==> src/sv/msfg_pkg.sv <==
// shared types, constants and helper functions for the m-sequence frame generator
`default_nettype none

package msfg_pkg;

    // widths fixed by the register map and the sample format
    localparam int LFSR_MAX     = 16;
    localparam int DEG_W        = 5;
    localparam int SPC_W        = 8;
    localparam int POS_W        = 16;
    localparam int SAMPLE_W     = 16;
    localparam int CFG_DATA_W   = 16;
    localparam int CFG_IDX_W    = 3;
    localparam int IN_TDATA_W   = 8;

    // sample levels for the two chip values
    localparam logic signed [SAMPLE_W-1:0] SAMPLE_ONE  = 16'sh7FFF;
    localparam logic signed [SAMPLE_W-1:0] SAMPLE_ZERO = 16'sh8000;

    // register reset values
    localparam logic [DEG_W-1:0]      DEGREE_RST = 5'd8;
    localparam logic [LFSR_MAX-1:0]   TAPS_RST   = 16'd135;
    localparam logic [SPC_W-1:0]      SPC_RST    = 8'd4;
    localparam logic [POS_W-1:0]      LEAD_RST   = 16'd0;
    localparam logic [POS_W-1:0]      FLEN_RST   = 16'd2048;

    // register indexes on the configuration port
    typedef enum logic [CFG_IDX_W-1:0] {
        REG_DEGREE = 3'd0,
        REG_TAPS   = 3'd1,
        REG_SPC    = 3'd2,
        REG_LEAD   = 3'd3,
        REG_FLEN   = 3'd4
    } reg_idx_t;

    // configuration as seen by the core
    typedef struct packed {
        logic [DEG_W-1:0]      degree;
        logic [LFSR_MAX-1:0]   taps;
        logic [SPC_W-1:0]      samples_per_chip;
        logic [POS_W-1:0]      lead_zeros;
        logic [POS_W-1:0]      frame_length;
    } cfg_t;

    // one result item
    typedef struct packed {
        logic signed [SAMPLE_W-1:0] sample;
        logic                       code_active;
        logic                       last;
    } result_t;

    // degree clamped to the supported range
    function automatic logic [DEG_W-1:0] eff_degree(input logic [DEG_W-1:0] d);
        logic [DEG_W-1:0] k;
        k = d;
        if (k < DEG_W'(2))
        begin
            k = DEG_W'(2);
        end
        if (k > DEG_W'(LFSR_MAX))
        begin
            k = DEG_W'(LFSR_MAX);
        end
        return k;
    endfunction

    // low k bits set, also the chip count of the code
    function automatic logic [LFSR_MAX-1:0] low_mask(input logic [DEG_W-1:0] k);
        logic [LFSR_MAX-1:0] m;
        for (int i = 0; i < LFSR_MAX; i++)
        begin
            m[i] = (DEG_W'(i) < k);
        end
        return m;
    endfunction

    // one galois lfsr step of length k
    function automatic logic [LFSR_MAX-1:0] lfsr_step(
        input logic [LFSR_MAX-1:0] s,
        input logic [LFSR_MAX-1:0] t,
        input logic [DEG_W-1:0]    k
    );
        logic [DEG_W-1:0]      km1;
        logic                  top;
        logic [LFSR_MAX-1:0]   m;
        logic [LFSR_MAX-1:0]   n;
        km1 = k - DEG_W'(1);
        top = s[km1[$clog2(LFSR_MAX)-1:0]];
        m   = low_mask(k);
        n   = ({s[LFSR_MAX-2:0], 1'b0} ^ (t & {LFSR_MAX{top}})) & m;
        return n;
    endfunction

endpackage

`default_nettype wire

==> src/sv/msfg_core.sv <==
// frame state and per-sample step of the m-sequence frame generator
`default_nettype none

module msfg_core
    import msfg_pkg::*;
(
    input  wire logic    clk,
    input  wire logic    rst_n,
    input  wire cfg_t    cfg,
    input  wire logic    step,
    input  wire logic    restart,
    output result_t      result
);

    logic [LFSR_MAX-1:0]   shift_reg, shift_next;
    logic [LFSR_MAX-1:0]   chips_reg, chips_next;
    logic [SPC_W-1:0]      sic_reg, sic_next;
    logic [POS_W-1:0]      pos_reg, pos_next;

    logic [LFSR_MAX-1:0]   cur_shift;
    logic [LFSR_MAX-1:0]   cur_chips;
    logic [SPC_W-1:0]      cur_sic;
    logic [POS_W-1:0]      cur_pos;
    logic [DEG_W-1:0]      k;
    logic [LFSR_MAX-1:0]   chip_count;
    logic [SPC_W-1:0]      spc;
    logic [POS_W-1:0]      flen;
    logic [SPC_W:0]        sic_inc;
    logic                  active;
    logic                  chip_end;
    logic                  last;

    // state seen by this sample, restart seeds a fresh frame
    always_comb
    begin
        if (restart)
        begin
            cur_shift = LFSR_MAX'(1);
            cur_chips = '0;
            cur_sic   = '0;
            cur_pos   = '0;
        end
        else
        begin
            cur_shift = shift_reg;
            cur_chips = chips_reg;
            cur_sic   = sic_reg;
            cur_pos   = pos_reg;
        end
    end

    // effective settings
    always_comb
    begin
        k          = eff_degree(cfg.degree);
        chip_count = low_mask(k);
        spc        = (cfg.samples_per_chip == '0) ? SPC_W'(1) : cfg.samples_per_chip;
        flen       = (cfg.frame_length == '0) ? POS_W'(1) : cfg.frame_length;
    end

    // sample, chip and frame bookkeeping
    always_comb
    begin
        active   = (cur_pos >= cfg.lead_zeros) && (cur_chips < chip_count);
        sic_inc  = {1'b0, cur_sic} + (SPC_W+1)'(1);
        chip_end = active && (sic_inc >= {1'b0, spc});
        last     = (cur_pos >= (flen - POS_W'(1)));

        result.code_active = active;
        result.last        = last;
        if (!active)
        begin
            result.sample = '0;
        end
        else if (cur_shift[0])
        begin
            result.sample = SAMPLE_ONE;
        end
        else
        begin
            result.sample = SAMPLE_ZERO;
        end

        if (last)
        begin
            shift_next = LFSR_MAX'(1);
            chips_next = '0;
            sic_next   = '0;
            pos_next   = '0;
        end
        else
        begin
            pos_next = cur_pos + POS_W'(1);
            if (chip_end)
            begin
                shift_next = lfsr_step(cur_shift, cfg.taps, k);
                chips_next = cur_chips + LFSR_MAX'(1);
                sic_next   = '0;
            end
            else
            begin
                shift_next = cur_shift;
                chips_next = cur_chips;
                sic_next   = active ? sic_inc[SPC_W-1:0] : cur_sic;
            end
        end
    end

    // frame state registers
    always_ff @(posedge clk or negedge rst_n)
    begin
        if (!rst_n)
        begin
            shift_reg <= LFSR_MAX'(1);
            chips_reg <= '0;
            sic_reg   <= '0;
            pos_reg   <= '0;
        end
        else if (step)
        begin
            shift_reg <= shift_next;
            chips_reg <= chips_next;
            sic_reg   <= sic_next;
            pos_reg   <= pos_next;
        end
    end

    // a finished frame leaves the counters at the start of the next one
    a_frame_wrap: assert property (@(posedge clk) disable iff (!rst_n)
        (step && last) |=> (pos_reg == '0 && chips_reg == '0 && shift_reg == LFSR_MAX'(1)))
        else $error("frame state not reseeded after last sample");

    // a code sample either clears the sample-in-chip counter or moves it on by one
    a_sic_range: assert property (@(posedge clk) disable iff (!rst_n)
        (step && active) |=> (sic_reg == '0 || sic_reg == $past(sic_inc[SPC_W-1:0])))
        else $error("sample-in-chip counter out of step");

endmodule

`default_nettype wire

==> src/sv/msequence_chip_frame_generator_top.sv <==
// top level of the m-sequence frame generator: ports, registers, output buffering
//
// Generates one framed m-sequence sample for each request on the s_axis side.
// s_tdata[0] is restart: 1 starts a new frame with the lfsr seeded to one.
// Each frame holds lead_zeros zero samples, then 2^degree-1 chips of a galois
// lfsr, each repeated samples_per_chip times as +32767 / -32768, then zero
// padding up to frame_length samples; m_tlast marks the frame's last sample
// and the following request starts a new frame on its own.
// Results leave on the m_axis side: m_tdata is the sample, m_tuser is the
// code_active flag. Each result is registered, and a new request is taken every
// cycle while s_tready is high; the lfsr step and counter updates all sit in one
// pass of logic between the frame state and the output register. When the
// receiver stalls, a second output register takes one more result, after which
// s_tready drops until the receiver drains it. Registers are written through
// cfg_valid/cfg_index/cfg_data (cfg_ready is always high); the user writes them
// only while the block is idle, which the block does not enforce. Reset restores
// the register defaults (degree 8, taps 135, four samples per chip, no lead
// zeros, 2048 per frame), empties the output registers and seeds the frame state.
`default_nettype none

module msequence_chip_frame_generator_top
    import msfg_pkg::*;
(
    input  wire logic                  clk,
    input  wire logic                  rst_n,
    // configuration write channel
    input  wire logic                  cfg_valid,
    output logic                       cfg_ready,
    input  wire logic [CFG_IDX_W-1:0]  cfg_index,
    input  wire logic [CFG_DATA_W-1:0] cfg_data,
    // request side
    input  wire logic                  s_tvalid,
    output logic                       s_tready,
    input  wire logic [IN_TDATA_W-1:0] s_tdata,   // [0] restart, [7:1] zero
    // result side
    output logic                       m_tvalid,
    input  wire logic                  m_tready,
    output logic [SAMPLE_W-1:0]        m_tdata,   // [15:0] sample
    output logic                       m_tuser,   // [0] code_active
    output logic                       m_tlast
);

    cfg_t    cfg_reg;
    result_t new_result;
    result_t out_reg;
    result_t skid_reg;
    logic    out_valid_reg;
    logic    skid_valid_reg;
    logic    accept;
    logic    take;

    // configuration registers
    assign cfg_ready = 1'b1;

    always_ff @(posedge clk or negedge rst_n)
    begin
        if (!rst_n)
        begin
            cfg_reg.degree           <= DEGREE_RST;
            cfg_reg.taps             <= TAPS_RST;
            cfg_reg.samples_per_chip <= SPC_RST;
            cfg_reg.lead_zeros       <= LEAD_RST;
            cfg_reg.frame_length     <= FLEN_RST;
        end
        else if (cfg_valid)
        begin
            unique case (reg_idx_t'(cfg_index))
                REG_DEGREE: cfg_reg.degree           <= cfg_data[DEG_W-1:0];
                REG_TAPS:   cfg_reg.taps             <= cfg_data[LFSR_MAX-1:0];
                REG_SPC:    cfg_reg.samples_per_chip <= cfg_data[SPC_W-1:0];
                REG_LEAD:   cfg_reg.lead_zeros       <= cfg_data[POS_W-1:0];
                REG_FLEN:   cfg_reg.frame_length     <= cfg_data[POS_W-1:0];
                default:    ;
            endcase
        end
    end

    // handshakes
    assign s_tready = !skid_valid_reg;
    assign accept   = s_tvalid && s_tready;
    assign take     = out_valid_reg && m_tready;

    // sample generation
    msfg_core u_core (
        .clk     (clk),
        .rst_n   (rst_n),
        .cfg     (cfg_reg),
        .step    (accept),
        .restart (s_tdata[0]),
        .result  (new_result)
    );

    // output register with one skid entry
    always_ff @(posedge clk or negedge rst_n)
    begin
        if (!rst_n)
        begin
            out_valid_reg  <= 1'b0;
            skid_valid_reg <= 1'b0;
        end
        else if (take)
        begin
            if (skid_valid_reg)
            begin
                skid_valid_reg <= 1'b0;
            end
            else
            begin
                out_valid_reg <= accept;
            end
        end
        else if (accept)
        begin
            if (out_valid_reg)
            begin
                skid_valid_reg <= 1'b1;
            end
            else
            begin
                out_valid_reg <= 1'b1;
            end
        end
    end

    // result payloads
    always_ff @(posedge clk)
    begin
        if (take)
        begin
            if (skid_valid_reg)
            begin
                out_reg <= skid_reg;
            end
            else if (accept)
            begin
                out_reg <= new_result;
            end
        end
        else if (accept)
        begin
            if (out_valid_reg)
            begin
                skid_reg <= new_result;
            end
            else
            begin
                out_reg <= new_result;
            end
        end
    end

    assign m_tvalid = out_valid_reg;
    assign m_tdata  = out_reg.sample;
    assign m_tuser  = out_reg.code_active;
    assign m_tlast  = out_reg.last;

    // the skid entry only fills behind a full output register
    a_skid_order: assert property (@(posedge clk) disable iff (!rst_n)
        skid_valid_reg |-> out_valid_reg)
        else $error("skid entry valid with empty output register");

    // code samples carry one of the two chip levels
    a_code_level: assert property (@(posedge clk) disable iff (!rst_n)
        (m_tvalid && m_tuser) |-> (m_tdata == SAMPLE_ONE || m_tdata == SAMPLE_ZERO))
        else $error("code sample not at a chip level");

    // outside the code the sample is zero
    a_zero_outside: assert property (@(posedge clk) disable iff (!rst_n)
        (m_tvalid && !m_tuser) |-> (m_tdata == '0))
        else $error("non-zero sample outside the code");

    // a held result is not overwritten while the receiver stalls
    a_no_loss: assert property (@(posedge clk) disable iff (!rst_n)
        (skid_valid_reg && !m_tready) |=> skid_valid_reg)
        else $error("buffered result dropped during stall");

endmodule

`default_nettype wire

==> config.mk <==
export PLATFORM = sky130hd
export DESIGN_NAME = msequence_chip_frame_generator_top
export DESIGN_NICKNAME = d
export VERILOG_FILES = /design/src/sv/msfg_pkg.sv /design/src/sv/msfg_core.sv /design/src/sv/msequence_chip_frame_generator_top.sv
export SDC_FILE = /design/constraint.sdc
export NUM_CORES = 1
export LEC_CHECK = 0
export BUFFER_PORTS_ARGS = -buffer_cell sky130_fd_sc_hd__buf_2
export CORE_MARGIN = 3
export CORE_UTILIZATION = 35
export CTS_CLUSTER_SIZE = 16
export DETAILED_ROUTE_END_ITERATION = 8
export GPL_ROUTABILITY_DRIVEN = 0
export REMOVE_ABC_BUFFERS = 1
export SLEW_MARGIN = 20
export SYNTH_ARGS = -nofsm -noshare
export SYNTH_HDL_FRONTEND = slang
export SYNTH_SLANG_ARGS = --single-unit
==> constraint.sdc <==
create_clock -name clk -period 4.8 [get_ports clk]
set_input_delay 0.48 -clock clk [delete_from_list [all_inputs] [get_ports clk]]
set_output_delay 0.48 -clock clk [all_outputs]
set_load 0.005 [all_outputs]
## Word-level counts from Yosys, hierarchy flattened

Index checks and enable logic that the tools add are counted.

| storage, ports and cells | value |
|---|---|
| output and inout port bits | 21 |
| bits in registers | 155 |
| logic and storage cells | 106 |
| bits of input ports | 32 |

| operators by class | value |
|---|---|
| $lt $le $gt $ge | 23 |
| bitwise gates (word level) | 4 |
| equal/unequal tests | 6 |
| reductions and logical operators | 20 |
| multiplexer cells | 31 |
| $add $sub $neg | 5 |

Operators by type and width:

| kind | number |
|---|---|
| 2-to-1 mux 16 bit | 11 |
| 2-to-1 mux 18 bit | 5 |
| < comparator 4 x 5 -> 1 bit (first input constant) | 8 |
| 2-to-1 mux 8 bit | 5 |
| adder 16 x 1 -> 16 bit (second input constant) | 2 |
| AND 16 bit | 2 |
| greater-or-equal comparator 16 bit | 2 |
| < comparator 3 x 5 -> 1 bit (first input constant) | 4 |
| zero test 16 bit | 1 |
| < comparator 16 bit | 1 |
| subtractor 16 x 1 -> 16 bit (second input constant) | 1 |
| XOR 16 bit | 1 |
| AND reduction 2 bit | 7 |
| < comparator 1 x 5 -> 1 bit (first input constant) | 2 |
| < comparator 2 x 5 -> 1 bit (first input constant) | 2 |
| 2-to-1 mux 5 bit | 2 |
| adder 8 x 1 -> 9 bit (second input constant) | 1 |
| greater-or-equal comparator 9 x 8 -> 1 bit | 1 |
| zero test 8 bit | 1 |
| 2-to-1 mux 1 bit | 7 |
| equality test 3 x 2 -> 1 bit (second input constant) | 2 |
| AND reduction 3 bit | 2 |
| nonzero test 2 bit | 3 |
| > comparator 5 bit (second input constant) | 1 |
| 12 further kinds | 15 |

## Depth between registers and ports, before layout

| logic depth | value |
|---|---|
| word-level depth | 12 |
| mapped depth | 20 |
| gate-level depth less buffers | 18 |

## Hierarchy

Synthesis repeated with hierarchy kept, for this count alone.

| unflattened totals | value |
|---|---|
| cells, all modules | 928 |
| area total of the unflattened synthesis | 9740.6 um2 |

Modules (own cells, without submodules):

| module | instances | sequential area each (um2) | area each (um2) | cells an instance |
|---|---|---|---|---|
| msfg_core | 1 | 1402.6 | 5880.6 | 724 |
| msequence_chip_frame_generator_top | 1 | 2666.3 | 3860.0 | 204 |

## Least setup slack after synthesis

OpenSTA, ideal clock, no wires.

| timing | value |
|---|---|
| path kind | in2reg |
| start | input s_tdata[0] |
| end | register u_core.shift_reg[3] |
| buffers on the path | 6 |
| slack | 0.579 ns |
| setup time | 0.092 ns |
| stages on the path | 20 |
| required time | 4.708 ns |
| arrival time | 4.129 ns |
| cells stage by stage | clkbuf_1 > clkbuf_1 > clkbuf_1 > clkbuf_1 > nor2b_1 > ha_1 > nand3_1 > xor2_1 > nor2_1 > ha_1 > a21o_1 > a21o_1 > a221oi_1 > o31a_1 > nor3_2 > buf_6 > o21ai_2 > buf_4 > nand2_1 > o31ai_2 |

| on the way | value |
|---|---|
| longest elaborated chain between the ends | 8 |
| elaborated cells on any way between the ends | 18 |
| classes of those cells | add/sub (1); order compare (4); mux (8); bitwise (3); reduce/logical (2) |

RTL lines:

| item | line | source |
|---|---|---|
| from (decl) | msequence_chip_frame_generator_top.sv:34 | `input wire logic [IN_TDATA_W-1:0] s_tdata,` |
| branches (longest 7 deep; another with adder 8 x 1 -> 9 bit) | n/a |  |
| 2-to-1 mux 16 bit * | msfg_core.sv:84 | `if (last)` |
| to (signal assigned) | msfg_core.sv:121 | `shift_reg <= shift_next;` |
| to (decl) | msfg_core.sv:15 | `logic [LFSR_MAX-1:0] shift_reg, shift_next;` |

Mark *: on every way between the ends. The select of a mux whose other input is x is not followed.
A chain may end at the register's enable or synchronous reset.

## Worst setup path in the final report

| timing | value |
|---|---|
| start | register cfg_reg[9] in the netlist's numbering |
| end | register u_core.chips_reg[10] |

| on the way | value |
|---|---|
| longest elaborated chain between the ends | 5 |

RTL lines:

| item | line | source |
|---|---|---|
| from (decl) | msequence_chip_frame_generator_top.sv:43 | `cfg_t cfg_reg;` |
| zero test 16 bit | msfg_core.sv:58 | `flen = (cfg.frame_length == '0) ? POS_W'(1) : cfg.frame_length;` |
| 2-to-1 mux 16 bit * | msfg_core.sv:58 |  |
| subtractor 16 x 1 -> 16 bit * | msfg_core.sv:67 | `last = (cur_pos >= (flen - POS_W'(1)));` |
| greater-or-equal comparator 16 bit * | msfg_core.sv:67 |  |
| 2-to-1 mux 16 bit * | msfg_core.sv:84 |  |
| to (signal assigned) | msfg_core.sv:122 | `chips_reg <= chips_next;` |
| to (decl) | msfg_core.sv:16 | `logic [LFSR_MAX-1:0] chips_reg, chips_next;` |

Every way passes the cells marked *; elsewhere a longest branch is shown, timed or not.

==> flow_summary.ini <==
[synthesis]
ys_warn_count = 0
ys_async_sr_fraction_pct = 93.70
synth_edf_count = 8
ys.flop_type = dfrtp_1
yosys.area_share.simple_pct = 19.60
netlist_instances = 874
synth_compound_area_share_pct = 15.02
synth.distinct_cells = 75
yosysSeqAreaShare_pct = 39.38
synth-xor-area-share_pct = 3.846
yosys_register_bits = 127
synth_fa_ha_area_share_pct = 8.852
syn_area_mm2 = 0.008198
synth.area.mux_share_pct = 7.769
synth_top_family_by_area = simple AND/OR/NAND/NOR gates
synth_area_per_cell_um2 = 9.380

[routing]
final_antenna_net_count = 0
wl_per_cell_um = 16.92
drtPass1Iterations = 5
drt_iter0_markers = 495
drcViolationCount = 0
vias = 6618
routed_via_density = 5.359
drt_wl_total_um = 20900

[power]
power.leakage_uw = 0.004033
p_per_area_mw_per_mm2 = 401.0
vdd_drop_max_v = 0.0001658

[layout]
drive_gt1_share_pct = 19.31
diodes = 0
largest_reg_flops = 61
syn_to_final_growth_pct = 14.09
final_util_pct = 40.94
nets = 999

[grt]
grt_max_degree = 59
grtUsageTotal_pct = 16.75
grt_pass1_vias = 6442
grt_remaining_overflow = 0
grt_pass1_wl_um = 34470
antenna_found_initial = 0

[setup_path]
cp-end-kind = flop
path_class = flop to flop
slowest_delay_ns = 0.61
cp_max_fo = 7
crit_chain = or4_1, nor4_1, nand3b_1, nor2_1, nor2_1, ha_1, nand2_1, nor3_1, xnor2_1, ha_1, nand3_1, a31oi_1, a2111oi_1, o21ai_2, nand2b_2, or4_1, nand3_1
required_ns = 5.17
slowest_stage = or4_1
worst_ep_arrival_time_ns = 4.86
critPathLaunchType = flop

[floorplanning]
dieArea_mm2 = 0.02530
num_io_pins = 53
rows = 55
core_mm2 = 0.02285
die_h_um = 159.0
die_w_um = 159.0
initial_core_util_pct = 35.88

[clock_tree]
cts_sinks = 127
clkLatencyLatePin_ns = 0.43
clock_path_buffers = 2
cts_setup_buffers = 0
cts_buffers = 17
cts_tree = built
cts_htree_levels = 4
root_buffer = clkbuf_16
path_clk_slew_ns = 0.06

[sta]
hold_viol = 0
max_freq_mhz = 222.4
fin_skew_ns = 0.01259
fin_crit_sh_pct = 93.68
setup_viol = 0
min_period_ns = 4.497
drv_slew = 0
holdWs_ns = 0.2406
slew_headroom_pct = 27.02
setup_tns_ns = 0
fin_ws_ns = 0.3033
tightest_slew_ns = 1.092

[placement]
place_hpwl_um = 14920
pre_cts_slack_ns = 0.1674
portBuffers = 44

[hold_path]
worstHoldPathType = input pin to flop

[flow_run]
maxCapViolCount = 0

[run_status]
status = complete, no violations
## per-layer routing
| metal | track usage (%) | routed length, um | vias up |
|---|---|---|---|
| met1 | 24.17 | 10340 | 3249 |
| met2 | 25.98 | 9487 | 142 |
| met4 | 4.178 | 239 | 0 |
| met3 | 3.122 | 833 | 22 |
| met5 | 0 | 0 | - |
| li1 | - | - | 3205 |
## timing repair
action                                  in CTS  in global routing
gates resized for setup                      0                  5
endpoints found under the setup margin       0                 29
hold buffers                                 1                  0
endpoints found under the hold margin       21                  0
## placed cells by master, fill, tap and decap left out, drive strengths merged, types with 13 or more instances in the layout
master	netlist	routed
a21oi	33	33
a31oi	13	13
buf	32	68
clkbuf	21	19
dfrtp	111	111
ha	58	58
inv	40	42
mux2	53	53
nand2	113	113
nand3	26	26
nor2	39	39
nor2b	43	43
nor3	13	13
o21ai	64	64
o31ai	20	20
xnor2	30	30
## critical path, delay by kind of cell (launching register included)
kind            cells  cell delay [ns]
compound gates      3             0.67
xor+xnor            1             0.14
fa+ha+maj           2             0.55
flops               1             0.43
simple gates       11             2.64
## area by class of cell
cell class	instances	area, um2
inverter	40	150.1
clock buffer	19	432.9
clock inverter	13	187.7
tap	313	391.6
sequential	127	3228
multi-input combinational	654	4549
fill	2341	13490
timing repair buffer	69	412.9
## synthesized netlist by cell type (all sizes together), types with 8 or more instances
master,count,area (um2)
a21oi,33,165.2
a31oi,13,81.33
a32o,8,81.33
and3,12,75.07
buf,32,217.7
clkbuf,21,78.83
dfrtp,111,2778
dfstp,8,210.2
edfxtp,8,240.2
ha,58,725.7
inv,40,150.1
mux2,53,596.8
nand2,113,424.2
nand2b,11,76.32
nand3,26,135.1
nand4,12,75.07
nor2,39,148.9
nor2b,43,269.0
nor3,13,91.34
nor4,11,75.07
o21ai,64,324.1
o31ai,20,155.1
xnor2,30,262.8
## per-stage QoR
stage / cells / cell area, um2 / total power, uW
6_report: 1235 / 9353 / 3750
5_1_grt: 1235 / 9353 / 3966
4_1_cts: 1235 / 9331 / 3774
3_5_place_dp: 1202 / 8701 / 2370
3_3_place_gp: 1202 / 8701 / 2344
2_1_floorplan: 821 / 7901 / 2001
## power by group
group	internal, uW	switching, uW	total (uW)
sequential	1250	158	1410
clock	871	520	1390
combinational	400	546	946
## logic make-up after synthesis
logic type / count (synthesis)
and+or+nand+nor: 312
AOI/OAI and AO/OA: 189
DFF: 127
buffers and inverters: 93
adders and majority gates: 58
muxes: 57
xor gates and xnor gates: 36
other: 2
## final timing paths
path | start | endpoint | slack (ns) | depth (start not counted)
setup / recovery | cfg_reg[9] | u_core.chips_reg[10] | 0.30 | 17
hold / removal | m_tready | skid_valid_reg | 0.24 | 2
setup reg to reg | cfg_reg[9] | u_core.chips_reg[10] | 0.30 | 17
hold reg to reg | u_core.pos_reg[8] | u_core.pos_reg[8] | 0.47 | 1
max in group asynchronous | rst_n | cfg_reg[57] | 3.24 | 3
min in group asynchronous | rst_n | m_tvalid | 0.49 | 2
Power figures use the tool's default switching activity.
